--- config.mk ---
export PLATFORM = sky130hd
export DESIGN_NAME = tte_front_flat
export DESIGN_NICKNAME = d
export VERILOG_FILES = /design/src/hdl/tte_pkg.sv /design/src/hdl/tte_if.sv /design/src/hdl/tte_front.sv /design/src/flat_wrapper.sv
export SDC_FILE = /design/constraint.sdc
export NUM_CORES = 1
export LEC_CHECK = 0
export BUFFER_PORTS_ARGS = -buffer_cell sky130_fd_sc_hd__buf_2
export CAP_MARGIN = 40
export CORE_MARGIN = 5
export CORE_UTILIZATION = 49
export DETAILED_ROUTE_END_ITERATION = 10
export PLACE_DENSITY = 0.95
export SLEW_MARGIN = 25
export SYNTH_ARGS = -nofsm -noshare
export SYNTH_HDL_FRONTEND = slang
export SYNTH_SLANG_ARGS = --single-unit
--- constraint.sdc ---
create_clock -name vclk -period 3.3
set_clock_uncertainty 0.05 [all_clocks]
set_input_delay 0.165 -clock vclk [all_inputs]
set_output_delay 0.165 -clock vclk [all_outputs]
set_load 0.01 [all_outputs]
--- src/hdl/tte_pkg.sv ---
// ----------------------------------------------------------------------------
// tte_pkg
// shared constants, types and helper functions of the text terminal engine
// ----------------------------------------------------------------------------
package tte_pkg;

   localparam int ROWS       = 25;
   localparam int COLS       = 80;
   localparam int MAX_PARAMS = 8;
   localparam int CELLS      = ROWS * COLS;

   localparam int ROW_W  = 5;
   localparam int COL_W  = 7;
   localparam int ADDR_W = $clog2(CELLS);
   localparam int PC_W   = $clog2(MAX_PARAMS + 1);
   localparam int PI_W   = $clog2(MAX_PARAMS);

   localparam logic [7:0] CH_BEL   = 8'h07;
   localparam logic [7:0] CH_BS    = 8'h08;
   localparam logic [7:0] CH_TAB   = 8'h09;
   localparam logic [7:0] CH_LF    = 8'h0A;
   localparam logic [7:0] CH_CR    = 8'h0D;
   localparam logic [7:0] CH_ESC   = 8'h1B;
   localparam logic [7:0] CH_SPACE = 8'h20;
   localparam logic [7:0] CH_LBR   = 8'h5B;
   localparam logic [7:0] FINAL_LO = 8'h40;
   localparam logic [7:0] FINAL_HI = 8'h7E;
   localparam logic [7:0] BLANK_ATTR = 8'h07;

   localparam logic [2:0] SGR_MAP [8] = '{3'd0, 3'd4, 3'd2, 3'd6, 3'd1, 3'd5, 3'd3, 3'd7};

   typedef enum logic [3:0] {
      BC_CTRL, BC_ESC, BC_BS, BC_TAB, BC_LF, BC_CR,
      BC_DIGIT, BC_SEMI, BC_PRIV, BC_FINAL, BC_TEXT
   } byte_class_type;

   typedef enum logic [3:0] {
      FN_NONE, FN_CUP, FN_CUU, FN_CUD, FN_CUF, FN_CUB, FN_ED, FN_EL,
      FN_SGR, FN_STBM, FN_SCP, FN_RCP, FN_SU, FN_SD, FN_IL
   } fin_type;

   typedef struct packed {
      logic              is_read;
      logic [7:0]        data_byte;
      byte_class_type    cls;
      fin_type           fin;
      logic              is_lbr;
      logic              read_ok;
      logic [ADDR_W-1:0] read_addr;
   } op_type;

   function automatic logic [2:0] color_map(input logic [2:0] idx);
      return SGR_MAP[idx];
   endfunction

   function automatic logic [7:0] sgr_apply(input logic [7:0] a, input logic [15:0] p);
      logic [7:0]  r;
      logic [15:0] d;
      r = a;
      d = 16'd0;
      if (p == 16'd0) begin
         r = BLANK_ATTR;
      end else if (p == 16'd1) begin
         r = a | 8'h08;
      end else if (p >= 16'd30 && p <= 16'd37) begin
         d = p - 16'd30;
         r = (a & 8'hF8) | {5'd0, color_map(d[2:0])};
      end else if (p >= 16'd40 && p <= 16'd47) begin
         d = p - 16'd40;
         r = (a & 8'h8F) | {1'b0, color_map(d[2:0]), 4'd0};
      end else if (p >= 16'd90 && p <= 16'd97) begin
         d = p - 16'd90;
         r = (a & 8'hF0) | {5'd0, color_map(d[2:0])} | 8'h08;
      end
      return r;
   endfunction

endpackage

--- src/hdl/tte_if.sv ---
// ----------------------------------------------------------------------------
// tte_req_if / tte_rsp_if
// valid/ready channels of the text terminal engine
// ----------------------------------------------------------------------------
interface tte_req_if;
   import tte_pkg::*;
   logic             valid;
   logic             ready;
   logic             cmd;
   logic [7:0]       data_byte;
   logic [ROW_W-1:0] read_row;
   logic [COL_W-1:0] read_col;
   modport source(output valid, cmd, data_byte, read_row, read_col, input ready);
   modport sink(input valid, cmd, data_byte, read_row, read_col, output ready);
endinterface


--- src/hdl/tte_front.sv ---
// ----------------------------------------------------------------------------
// tte_front
// accepts request words and classifies them into queue entries
// ----------------------------------------------------------------------------
module tte_front (
   tte_req_if.sink         req_bus,
   input  logic            q_full,
   output logic            q_push,
   output tte_pkg::op_type q_data
);
   import tte_pkg::*;

   logic [7:0] b;

   assign b             = req_bus.data_byte;
   assign req_bus.ready = !q_full;
   assign q_push        = req_bus.valid && !q_full;

   always_comb begin
      q_data.is_read   = req_bus.cmd;
      q_data.data_byte = b;
      q_data.is_lbr    = (b == CH_LBR);
      q_data.read_ok   = (32'(req_bus.read_row) < ROWS) && (32'(req_bus.read_col) < COLS);
      q_data.read_addr = ADDR_W'(req_bus.read_row * COLS) + ADDR_W'(req_bus.read_col);

      priority if (b == CH_ESC)                 q_data.cls = BC_ESC;
      else if (b == CH_BS)                      q_data.cls = BC_BS;
      else if (b == CH_TAB)                     q_data.cls = BC_TAB;
      else if (b == CH_LF)                      q_data.cls = BC_LF;
      else if (b == CH_CR)                      q_data.cls = BC_CR;
      else if (b < CH_SPACE)                    q_data.cls = BC_CTRL;
      else if (b >= "0" && b <= "9")            q_data.cls = BC_DIGIT;
      else if (b == ";")                        q_data.cls = BC_SEMI;
      else if (b == "?" || b == ">" || b == "=") q_data.cls = BC_PRIV;
      else if (b >= FINAL_LO && b <= FINAL_HI)  q_data.cls = BC_FINAL;
      else                                      q_data.cls = BC_TEXT;

      unique case (b)
         "H", "f": q_data.fin = FN_CUP;
         "A":      q_data.fin = FN_CUU;
         "B":      q_data.fin = FN_CUD;
         "C":      q_data.fin = FN_CUF;
         "D":      q_data.fin = FN_CUB;
         "J":      q_data.fin = FN_ED;
         "K":      q_data.fin = FN_EL;
         "m":      q_data.fin = FN_SGR;
         "r":      q_data.fin = FN_STBM;
         "s":      q_data.fin = FN_SCP;
         "u":      q_data.fin = FN_RCP;
         "M", "S": q_data.fin = FN_SU;
         "T":      q_data.fin = FN_SD;
         "L":      q_data.fin = FN_IL;
         default:  q_data.fin = FN_NONE;
      endcase
   end

endmodule

--- src/flat_wrapper.sv ---
// flat-port wrapper written by rule: the top's interface ports become plain ports
module tte_front_flat import tte_pkg::*;
  (q_full, q_push, q_data, req_bus_valid, req_bus_cmd, req_bus_data_byte, req_bus_read_row, req_bus_read_col, req_bus_ready);
  tte_req_if req_bus_i ();
  input  logic q_full;
  output logic q_push;
  output tte_pkg::op_type q_data;
  input wire logic [$bits(req_bus_i.valid)-1:0] req_bus_valid;
  input wire logic [$bits(req_bus_i.cmd)-1:0] req_bus_cmd;
  input wire logic [$bits(req_bus_i.data_byte)-1:0] req_bus_data_byte;
  input wire logic [$bits(req_bus_i.read_row)-1:0] req_bus_read_row;
  input wire logic [$bits(req_bus_i.read_col)-1:0] req_bus_read_col;
  output wire logic [$bits(req_bus_i.ready)-1:0] req_bus_ready;
  assign req_bus_i.valid = req_bus_valid;
  assign req_bus_i.cmd = req_bus_cmd;
  assign req_bus_i.data_byte = req_bus_data_byte;
  assign req_bus_i.read_row = req_bus_read_row;
  assign req_bus_i.read_col = req_bus_read_col;
  assign req_bus_ready = req_bus_i.ready;
  tte_front u_core (.req_bus(req_bus_i), .q_full(q_full), .q_push(q_push), .q_data(q_data));
endmodule
==> impl_metrics.tcl <==
set metrics [dict create \
    status "finished, final reports clean" \
    worstPathCellList "buf_2 > ha_1 > ha_1 > fa_1 > xor2_1 > o2111ai_1 > xnor2_1 > xnor2_1 > buf_2" \
    seq_cells 0 \
    drtIter0Drc 22 \
    antenna_left 0 \
    postLayoutCoreUtil_pct 55.85 \
    crit_path_start_kind "input pin" \
    antenna_found_initial 0 \
    wirelength_mm 2.223 \
    rows 15 \
    mappedNetlistArea_um2 852.1 \
    die_h_um 51.70 \
    vias 946 \
    p_total_mw 0.1662 \
    finalMaxSlewViolations 0 \
    p_per_area_mw_per_mm2 176.2 \
    crit_buf_inv 2 \
    rsz0062_at_grt "false" \
    end_kind "output port" \
    core_area_mm2 0.001689 \
    die_x_um 51.70 \
    slowest_delay_ps 380 \
    hold_buffers 0 \
    cp.arrival_ps 2100 \
    num-clock-buffers 0 \
    fmax_mhz 432.9 \
    crit_family "adder cells" \
    fp.dieArea_mm2 0.002673 \
    setup_slack_ps 989.8 \
    slowest_stage "fa_1" \
    start_util_pct 50.44 \
    holdCritStartpoint "req_bus_cmd" \
    worstHoldPathCells 0 \
    fin_crit_ps 2310 \
    setup_viol 0 \
    hold_path_class "input pin to output port" \
    io_buffers 45 \
    syn-num-nets 151 \
    fin_nets 178 \
    overflow 0 \
    n_antenna_cell 0 \
    dr.pass1.iters 4 \
    grt_pass1_wl_mm 3.636 \
    worst_pin_slew_ps 417.0 \
    io-pin-count 55 \
    drive_gt1_share_pct 34.51 \
    cts_setup_buffers 0 \
    synth.avg_cell_area_um2 7.283 \
    cts_resized 0 \
    hpwlAfterDp_mm 1.813 \
    grtUsageTotal_pct 16.74 \
    critPathMaxFanout 4 \
    relSlewSlack_pct 71.48 \
    synth_cell_types 42 \
    p_leak_nw 0.4823 \
    setup_tns_ps 0 \
    maxCapViolations 0 \
    seq_area_um2 0 \
    grt_max_degree 19 \
    routedWlPerCell_um 13.98 \
    vias_per_cell 5.950 \
    period_share_pct 70.01 \
    setup.worst_path.class "input pin to output port" \
    cp.required_ps 3080 \
    syn_inst 117 \
    yosys_warnings 0 \
    place_worst_setup_slack_ps 987.9 \
    synth_seq_area_share_pct 0 \
    hold_viol_final 0 \
    grt_pass1_vias 954 \
    gp_congestion 0.8618 \
    ir_drop_uv 145.8 \
    drc_errors 0 \
    whs_endpoint "q_data[29]" \
    area_growth_pct 10.72 \
]
cell usage in the layout, fill, tap and decap left out, types with 2 or more instances in the layout:
| master | netlist | layout |
|---|---|---|
| ha_1 | 9 | 9 |
| inv_1 | 7 | 7 |
| xor2_1 | 4 | 4 |
| nor2_1 | 7 | 7 |
| nor2b_1 | 5 | 5 |
| a21o_1 | 3 | 3 |
| fa_1 | 2 | 2 |
| nor3_1 | 2 | 2 |
| o21ai_0 | 4 | 4 |
| a31oi_1 | 2 | 2 |
| nand2b_1 | 6 | 6 |
| nand2_1 | 3 | 3 |
| o2111ai_1 | 2 | 2 |
| o21ai_1 | 2 | 2 |
| nand3_1 | 2 | 2 |
| buf_2 | 1 | 45 |
| a21oi_1 | 9 | 9 |
| xnor2_1 | 6 | 6 |
synth_stat cells (3+ instances only):
| master | count | area [um2] |
|---|---|---|
| inv_1 | 7 | 26.28 |
| a21oi_1 | 9 | 45.04 |
| nand2_1 | 3 | 11.26 |
| o21ai_0 | 4 | 20.02 |
| nand2b_1 | 6 | 37.54 |
| nor2_1 | 7 | 26.28 |
| xnor2_1 | 6 | 52.55 |
| a21o_1 | 3 | 22.52 |
| ha_1 | 9 | 112.6 |
| nor2b_1 | 5 | 31.28 |
| buf_4 | 17 | 127.6 |
| xor2_1 | 4 | 35.03 |
report_power, final:
part | internal, mW | switching (mW)
registers | 0 | 0
logic | 0.0716 | 0.0946
clock network | 0 | 0
total | 0.0716 | 0.0946
final cells by class:
cell class / instances / area (um2)
Fill cell: 173 / 745.7
Multi-Input combinational cell: 89 / 666.9
Timing Repair Buffer: 45 / 225.2
Inverter: 8 / 30.03
Tap cell: 17 / 21.27
how the worst max path moves through the flow:
stage | start | endpoint | cells after the start
4_1_cts | req_bus_read_row[1] | q_data[10] | 9
3_3_place_gp | req_bus_read_row[1] | q_data[10] | 9
3_5_place_dp | req_bus_read_row[1] | q_data[10] | 9
2_1_floorplan | req_bus_read_row[1] | q_data[10] | 7
5_1_grt | req_bus_read_row[1] | q_data[10] | 9
6_report | req_bus_read_row[1] | q_data[10] | 9
routing by layer:
| metal | vias up | track usage (%) | routed length (um) |
|---|---|---|---|
| li1 | 456 | - | - |
| met1 | 440 | 16.01 | 797 |
| met2 | 46 | 34.96 | 1183 |
| met5 | - | 0 | 0 |
| met4 | 0 | 4.367 | 27 |
| met3 | 4 | 3.438 | 215 |
kinds of logic after synthesis:
family,count (synthesis),synth area share (%)
compound gates,33,26.58
xor+xnor,10,10.28
fa+ha+maj,11,17.92
buf+inv,28,21.73
simple gates,35,23.50
per-stage QoR:
step           cell area (um2)  hold WS (ps)  instances
6_report                 943.4         280.0        159
5_1_grt                  943.4         280.0        159
4_1_cts                  943.4         280.1        159
3_5_place_dp             943.4         280.1        159
3_3_place_gp             943.4         280.1        159
2_1_floorplan            852.1         323.5        117
Power figures use the tool's default switching activity.
