File: config.mk
export PLATFORM = sky130hd
export DESIGN_NAME = tte_queue
export DESIGN_NICKNAME = d
export VERILOG_FILES = /design/src/hdl/tte_pkg.sv /design/src/hdl/tte_queue.sv
export SDC_FILE = /design/constraint.sdc
export NUM_CORES = 1
export LEC_CHECK = 0
export BUFFER_PORTS_ARGS = -buffer_cell sky130_fd_sc_hd__buf_4
export CAP_MARGIN = 20
export CORE_ASPECT_RATIO = 1.75
export CORE_MARGIN = 3
export CORE_UTILIZATION = 55
export CTS_CLUSTER_SIZE = 14
export DETAILED_ROUTE_END_ITERATION = 8
export GPL_TIMING_DRIVEN = 0
export PLACE_DENSITY = 0.83
export SETUP_SLACK_MARGIN = 0.3
export SLEW_MARGIN = 20
export SYNTH_ARGS = -nofsm -noshare
export SYNTH_HDL_FRONTEND = slang
export SYNTH_SLANG_ARGS = --single-unit
File: constraint.sdc
create_clock -name clock -period 6 [get_ports clock]
set_clock_uncertainty 0.05 [all_clocks]
set_input_delay 0 -clock clock [delete_from_list [all_inputs] [get_ports clock]]
set_output_delay 0 -clock clock [all_outputs]
set_load 0.05 [all_outputs]
File: src/hdl/tte_pkg.sv
// ----------------------------------------------------------------------------
// tte_pkg
// shared constants, types and helper functions of the text terminal engine
// ----------------------------------------------------------------------------
package tte_pkg;

   localparam int ROWS       = 25;
   localparam int COLS       = 80;
   localparam int MAX_PARAMS = 8;
   localparam int CELLS      = ROWS * COLS;

   localparam int ROW_W  = 5;
   localparam int COL_W  = 7;
   localparam int ADDR_W = $clog2(CELLS);
   localparam int PC_W   = $clog2(MAX_PARAMS + 1);
   localparam int PI_W   = $clog2(MAX_PARAMS);

   localparam logic [7:0] CH_BEL   = 8'h07;
   localparam logic [7:0] CH_BS    = 8'h08;
   localparam logic [7:0] CH_TAB   = 8'h09;
   localparam logic [7:0] CH_LF    = 8'h0A;
   localparam logic [7:0] CH_CR    = 8'h0D;
   localparam logic [7:0] CH_ESC   = 8'h1B;
   localparam logic [7:0] CH_SPACE = 8'h20;
   localparam logic [7:0] CH_LBR   = 8'h5B;
   localparam logic [7:0] FINAL_LO = 8'h40;
   localparam logic [7:0] FINAL_HI = 8'h7E;
   localparam logic [7:0] BLANK_ATTR = 8'h07;

   localparam logic [2:0] SGR_MAP [8] = '{3'd0, 3'd4, 3'd2, 3'd6, 3'd1, 3'd5, 3'd3, 3'd7};

   typedef enum logic [3:0] {
      BC_CTRL, BC_ESC, BC_BS, BC_TAB, BC_LF, BC_CR,
      BC_DIGIT, BC_SEMI, BC_PRIV, BC_FINAL, BC_TEXT
   } byte_class_type;

   typedef enum logic [3:0] {
      FN_NONE, FN_CUP, FN_CUU, FN_CUD, FN_CUF, FN_CUB, FN_ED, FN_EL,
      FN_SGR, FN_STBM, FN_SCP, FN_RCP, FN_SU, FN_SD, FN_IL
   } fin_type;

   typedef struct packed {
      logic              is_read;
      logic [7:0]        data_byte;
      byte_class_type    cls;
      fin_type           fin;
      logic              is_lbr;
      logic              read_ok;
      logic [ADDR_W-1:0] read_addr;
   } op_type;

   function automatic logic [2:0] color_map(input logic [2:0] idx);
      return SGR_MAP[idx];
   endfunction

   function automatic logic [7:0] sgr_apply(input logic [7:0] a, input logic [15:0] p);
      logic [7:0]  r;
      logic [15:0] d;
      r = a;
      d = 16'd0;
      if (p == 16'd0) begin
         r = BLANK_ATTR;
      end else if (p == 16'd1) begin
         r = a | 8'h08;
      end else if (p >= 16'd30 && p <= 16'd37) begin
         d = p - 16'd30;
         r = (a & 8'hF8) | {5'd0, color_map(d[2:0])};
      end else if (p >= 16'd40 && p <= 16'd47) begin
         d = p - 16'd40;
         r = (a & 8'h8F) | {1'b0, color_map(d[2:0]), 4'd0};
      end else if (p >= 16'd90 && p <= 16'd97) begin
         d = p - 16'd90;
         r = (a & 8'hF0) | {5'd0, color_map(d[2:0])} | 8'h08;
      end
      return r;
   endfunction

endpackage

File: src/hdl/tte_queue.sv
// ----------------------------------------------------------------------------
// tte_queue
// two-entry queue between the front and the back
// ----------------------------------------------------------------------------
module tte_queue (
   input  logic            clock,
   input  logic            reset,
   input  logic            push,
   input  tte_pkg::op_type push_data,
   output logic            full,
   input  logic            pop,
   output tte_pkg::op_type head,
   output logic            not_empty
);
   import tte_pkg::*;

   op_type     entry_ff [2];
   logic       wr_ptr_ff, wr_ptr_in;
   logic       rd_ptr_ff, rd_ptr_in;
   logic [1:0] count_ff, count_in;

   assign full      = (count_ff == 2'd2);
   assign not_empty = (count_ff != 2'd0);
   assign head      = entry_ff[rd_ptr_ff];

   always_comb begin
      wr_ptr_in = push ? ~wr_ptr_ff : wr_ptr_ff;
      rd_ptr_in = pop ? ~rd_ptr_ff : rd_ptr_ff;
      count_in  = count_ff + {1'b0, push} - {1'b0, pop};
   end

   always_ff @(posedge clock) begin
      if (reset) begin
         wr_ptr_ff <= 1'b0;
         rd_ptr_ff <= 1'b0;
         count_ff  <= 2'd0;
      end else begin
         wr_ptr_ff <= wr_ptr_in;
         rd_ptr_ff <= rd_ptr_in;
         count_ff  <= count_in;
      end
   end

   always_ff @(posedge clock) begin
      if (push) begin
         entry_ff[wr_ptr_ff] <= push_data;
      end
   end

endmodule

==> results.ini, run 1 <==
[outcome]
status=finished, final reports clean

[timing]
clock.fmax_mhz=661
period_minus_slack_ns=1.51
finalHoldViolations=0
slew_headroom_pct=52.7
worst_pin_slew_ns=0.710
finalCritPeriodShare_pct=25.2
finalSetupTns_ns=0
slew_viol_final=0
setup_violations=0
rsz0062_at_grt=false

[place]
portBuffers=65
routabilityCongestion=0.677
dp_hpwl_um=2740

[drt]
final_antenna_net_count=0
drt-vias-per-instance=5.00
vias=1391
drt_iter0_markers=40
postRouteWirelength_um=4690
dr.pass1.iters=4
wl_per_cell_um=16.9
drc_errors=0

[setup_path]
end_kind=register
cp_num_buf_inv=0
crit_start=wr_ptr_ff$_SDFFE_PP0P_
worstRegToRegCells=1
path_delay_family=simple AND/OR/NAND/NOR gates
critPathKind=register to register
cp-start-kind=register
reg2reg_to=entry_ff[1][1]$_DFFE_PP_
arrival_ns=1.41
slowest_delay_ns=0.66
reg2reg_slack_ns=4.49
crit_fanout=30
crit_chain=and2_2
r2r_start=wr_ptr_ff$_SDFFE_PP0P_
timing.critical_path.required_ns=5.90
slowest_stage=and2_2

[floorplan]
coreArea_mm2=0.00427
die_area_mm2=0.00543
start_util_pct=58.7
io-pin-count=66
die-height_um=95.3
die_x_um=57.0
num_rows=31

[synthesis]
syn_area_mm2=0.00250
ys_warn_count=0
synthCells=114
ys_types=12
synth_seq_cells=65
synth-seq-area-share_pct=75.9
synth_nets=150
syn_area_per_cell_um2=22.0

[finish]
fillCellCount=199
nets=260
num_antenna_cells=0
drive_gt1_share_pct=49.3
synthToLayoutAreaGrowth_pct=42.7

[worst_hold_path]
hp-class=input port to register
worstHoldStart=push_data[26]
min_to=entry_ff[0][26]$_DFFE_PP_
holdPathStages=2

[global_route]
grt_max_degree=31
track_usage_pct=18.8
grt_pass1_wl_um=7220
gr-total-overflow=0
antenna_found_initial=0
grt_pass1_vias=1482

[pwr]
power.total_w=0.00110
max-vdd-ir-drop_uv=235
powerDensity_mw_per_mm2=307
power.leakage_nw=1.46

[clock_network]
clkLatencyLatePin_ns=0.32
cts.path.max_buffers=2
tritoncts=yes
cts_root_buf=clkbuf_8
cts_sinks=65
numCtsBuffers=9
ctsResizeCount=0
cts_max_level=3
path_clk_slew_ns=0.07

[run]
cap_violations=0

-- kinds of logic after synthesis --
logic type / share of synthesized area, %
flops: 75.9
mux: 18.0
simple gates: 1.85
buf+inv: 1.65
xor+xnor: 1.60
fa+ha+maj: 0.999
-- worst max path at each step --
| stage | end | slack [ns] | cells after the start |
|---|---|---|---|
| final | entry_ff[1][1]$_DFFE_PP_ | 4.49 | 1 |
| after floorplan | entry_ff[0][0]$_DFFE_PP_ | 3.85 | 1 |
| after global placement | entry_ff[0][16]$_DFFE_PP_ | 3.28 | 1 |
| after detailed placement | entry_ff[1][29]$_DFFE_PP_ | 4.51 | 1 |
| after CTS | head[23] | 4.48 | 3 |
| after global routing | entry_ff[1][3]$_DFFE_PP_ | 4.42 | 1 |
-- registers in the layout (all words and copies together) (netlist names), named ones only --
name       flops
entry_ff      60
count_ff       2
wr_ptr_ff      1
rd_ptr_ff      1
-- final cells by class --
| class | count | area (um^2) | area share [%] |
|---|---|---|---|
| Multi-Input combinational cell | 44 | 571 | 16.0 |
| Clock inverter | 6 | 25.0 | 0.700 |
| Clock buffer | 10 | 128 | 3.57 |
| Timing Repair Buffer | 99 | 846 | 23.7 |
| Tap cell | 49 | 61.3 | 1.72 |
| Inverter | 2 | 7.51 | 0.210 |
| Sequential cell | 65 | 1900 | 53.2 |
| Buffer | 3 | 33.8 | 0.945 |
-- layout by cell type (no fill, tap or decap), types with 3 or more instances in the layout --
| cell | instances |
|---|---|
| nor2_1 | 4 |
| mux2_4 | 30 |
| clkinv_1 | 4 |
| clkbuf_8 | 9 |
| dlygate4sd3_1 | 33 |
| buf_6 | 3 |
| buf_4 | 65 |
| edfxtp_1 | 60 |
| dfxtp_1 | 5 |
-- Yosys cell counts --
library cell / instances / area [um^2]
and2_1: 1 / 6.26
buf_6: 3 / 33.8
dfxtp_1: 5 / 100
edfxtp_1: 60 / 1800
ha_1: 2 / 25.0
inv_1: 2 / 7.51
mux2_4: 30 / 450
nor2_1: 4 / 15.0
nor2b_1: 3 / 18.8
or2_2: 1 / 6.26
xnor2_1: 2 / 17.5
xnor3_1: 1 / 22.5
-- report_power, final --
group          total, W  switching, W  internal [W]
Clock          0.000288      0.000145      0.000143
Sequential     0.000540     0.0000117      0.000529
Combinational  0.000269      0.000153      0.000115
-- metrics by stage --
step           hold WS [ns]  setup WS, ns  cell area [um^2]  util, %  cells
2_1_floorplan        0.0216          3.85              2500        -    114
3_3_place_gp          0.136          3.28              3050     71.6    228
3_5_place_dp          0.137          4.51              3090     72.4    229
4_1_cts               0.331          4.48              3570     83.8    278
5_1_grt               0.340          4.42              3570     83.8    278
6_report              0.350          4.49              3570     83.8    278
-- repair_timing --
item	CTS	global route
endpoints found under the setup margin	0	0
setup buffers	0	0
endpoints found under the hold margin	65	0
hold buffers	33	0
-- routing by layer --
metal	up-vias	global-route usage [%]	wire length [um]
li1	656	-	-
met1	674	18.8	1660
met2	55	34.1	2740
met3	6	6.64	246
met4	0	9.09	52
met5	-	0	0
No activity file was read; power rests on OpenSTA's default activity.
==> run 2: changes to the inputs <==
Settings changed: CORE_UTILIZATION 55 to 52, PLACE_DENSITY 0.83 to 0.79.
Clock period 6 ns to 1.5 ns, I/O delays scaled along.
==> run 2 against run 1 <==
Compared with the run above:
- cell count grew 2.5%
- non-clock buffer count increased by 3
- setup slack got worse by 4.4 ns
- critical path depth grew 2
- wire length up 8.5%
- die area grew 5.3%
- sequential cell count is the same
- power rose to 4.2 times the previous value
- clock power rose to 4.6 times the previous value
- design area up 4.9%
- highest routed layer unchanged
==> results.ini, run 2 (synthesized netlist as in run 1, its figures left out) <==
[outcome]
status=finished, final reports clean

[clock_network]
clkLatencyLatePin_ns=0.31
cts_max_level=3
tritoncts=yes
path_clk_slew_ns=0.06
cts_sinks=65
numCtsBuffers=9
cts.path.max_buffers=2
cts_root_buf=clkbuf_8

[run]
cap_violations=0

[floorplan]
die-height_um=97.8
io-pin-count=66
coreArea_mm2=0.00452
die_x_um=58.5
num_rows=32
die_area_mm2=0.00572
start_util_pct=55.4

[finish]
num_antenna_cells=0
drive_gt1_share_pct=54.7
fin_cells=285
synthToLayoutAreaGrowth_pct=49.6
reg_top3=entry_ff (60), count_ff (2)
regMostFlops=entry_ff
largest_register_ffs=60
mostFrequentLayoutCell=edfxtp_1
nets=265
fillCellCount=214
final_cell_mix=60 x edfxtp_1, 55 x buf_4, 33 x dlygate4sd3_1
design_area_mm2=0.00375

[setup_path]
critPathKind=register to primary output
cp_num_buf_inv=2
end_kind=primary output
r2r_start=count_ff[0]$_SDFF_PP0_
timing.critical_path.required_ns=1.45
slowest_delay_ns=0.40
slowest_stage=dfxtp_4
crit_fanout=10
arrival_ns=1.38
crit_chain=buf_12 > mux2_4 > buf_4
path_delay_family=flip-flops
cp-start-kind=register

[timing]
period_minus_slack_ns=1.43
worst_pin_slew_ns=0.233
finalHoldViolations=0
rsz0062_at_grt=true
clock.fmax_mhz=701
finalSetupTns_ns=0
slew_viol_final=0
finalCritPeriodShare_pct=95.1
setup_violations=0
slew_headroom_pct=84.5

[place]
dp_hpwl_um=3010
dp_cells=230
routabilityCongestion=0.701
portBuffers=65
place_area_mm2=0.00307

[global_route]
gr-total-overflow=0
grt_pass1_vias=1556
track_usage_pct=19.1
antenna_found_initial=0
grt_pass1_wl_um=7850
grt_max_degree=16

[drt]
vias=1430
postRouteWirelength_um=5090
dr.pass1.iters=4
final_antenna_net_count=0
drc_errors=0
drt_iter0_markers=52
drt-vias-per-instance=5.02
wl_per_cell_um=17.9

[pwr]
power.leakage_nw=1.52
max-vdd-ir-drop_uv=1330
powerDensity_mw_per_mm2=1240

[worst_hold_path]
worstHoldStart=push
hp-class=input port to register

-- run 2: worst paths after layout --
check	endpoint	slack [ns]	depth (start not counted)
setup / recovery	head[22]	0.07	3
hold / removal	count_ff[0]$_SDFF_PP0_	0.05	3
setup reg to reg	count_ff[1]$_SDFF_PP0_	0.21	6
hold reg to reg	rd_ptr_ff$_SDFFE_PP0P_	0.51	2
-- run 2: cell type report --
type	count	area [um^2]	share of cell area, %
sequential	65	1910	51.0
timing repair buffer	102	910	24.3
multi-input combinational	46	627	16.7
clock buffer	12	135	3.61
tap	51	63.8	1.70
buffer	3	51.3	1.37
clock inverter	4	43.8	1.17
inverter	2	7.51	0.200
-- run 2: worst reg2reg max path: cells and delay by family, from the launching register on --
family,cells,cell delay (ns)
and+or+nand+nor,1,0.13
DFF,1,0.35
adders and majority gates,2,0.35
xor gates and xnor gates,1,0.21
buffers and inverters,2,0.12
-- run 2: metrics by stage --
step | util, % | setup WS, ns | power, W | hold slack [ns]
after floorplan | - | 0.248 | 0.00289 | 0.0150
after global placement | 67.8 | 0.0743 | 0.00314 | 0.136
after detailed placement | 67.8 | 0.0175 | 0.00318 | 0.137
after CTS | 82.1 | 0.0576 | 0.00467 | 0.0244
after global routing | 82.8 | 0.0259 | 0.00484 | 0.0529
final | 82.8 | 0.0739 | 0.00466 | 0.0450
-- run 2: routing by layer --
| layer | routed length, um | part of all wire (%) | vias to the layer above | GRT usage [%] |
|---|---|---|---|---|
| met4 | 97 | 1.9 | 0 | 9.64 |
| li1 | - | - | 672 | - |
| met1 | 1830 | 36 | 706 | 20.9 |
| met2 | 2940 | 58 | 45 | 33.3 |
| met3 | 227 | 4.5 | 7 | 4.23 |
| met5 | 0 | 0 | - | 0 |
-- run 2: what timing repair did --
action,in CTS,in global routing
cloned,3,0
pin swaps,3,1
hold endpoints to repair,65,0
hold buffers,33,0
setup buffers,2,1
resized for setup,27,4
endpoints found under the setup margin,93,48
-- run 2: report_power, final --
part	switching, W	internal [W]
registers	0.0000570	0.00212
clock network	0.000572	0.000758
logic	0.000629	0.000525
total	0.00126	0.00340
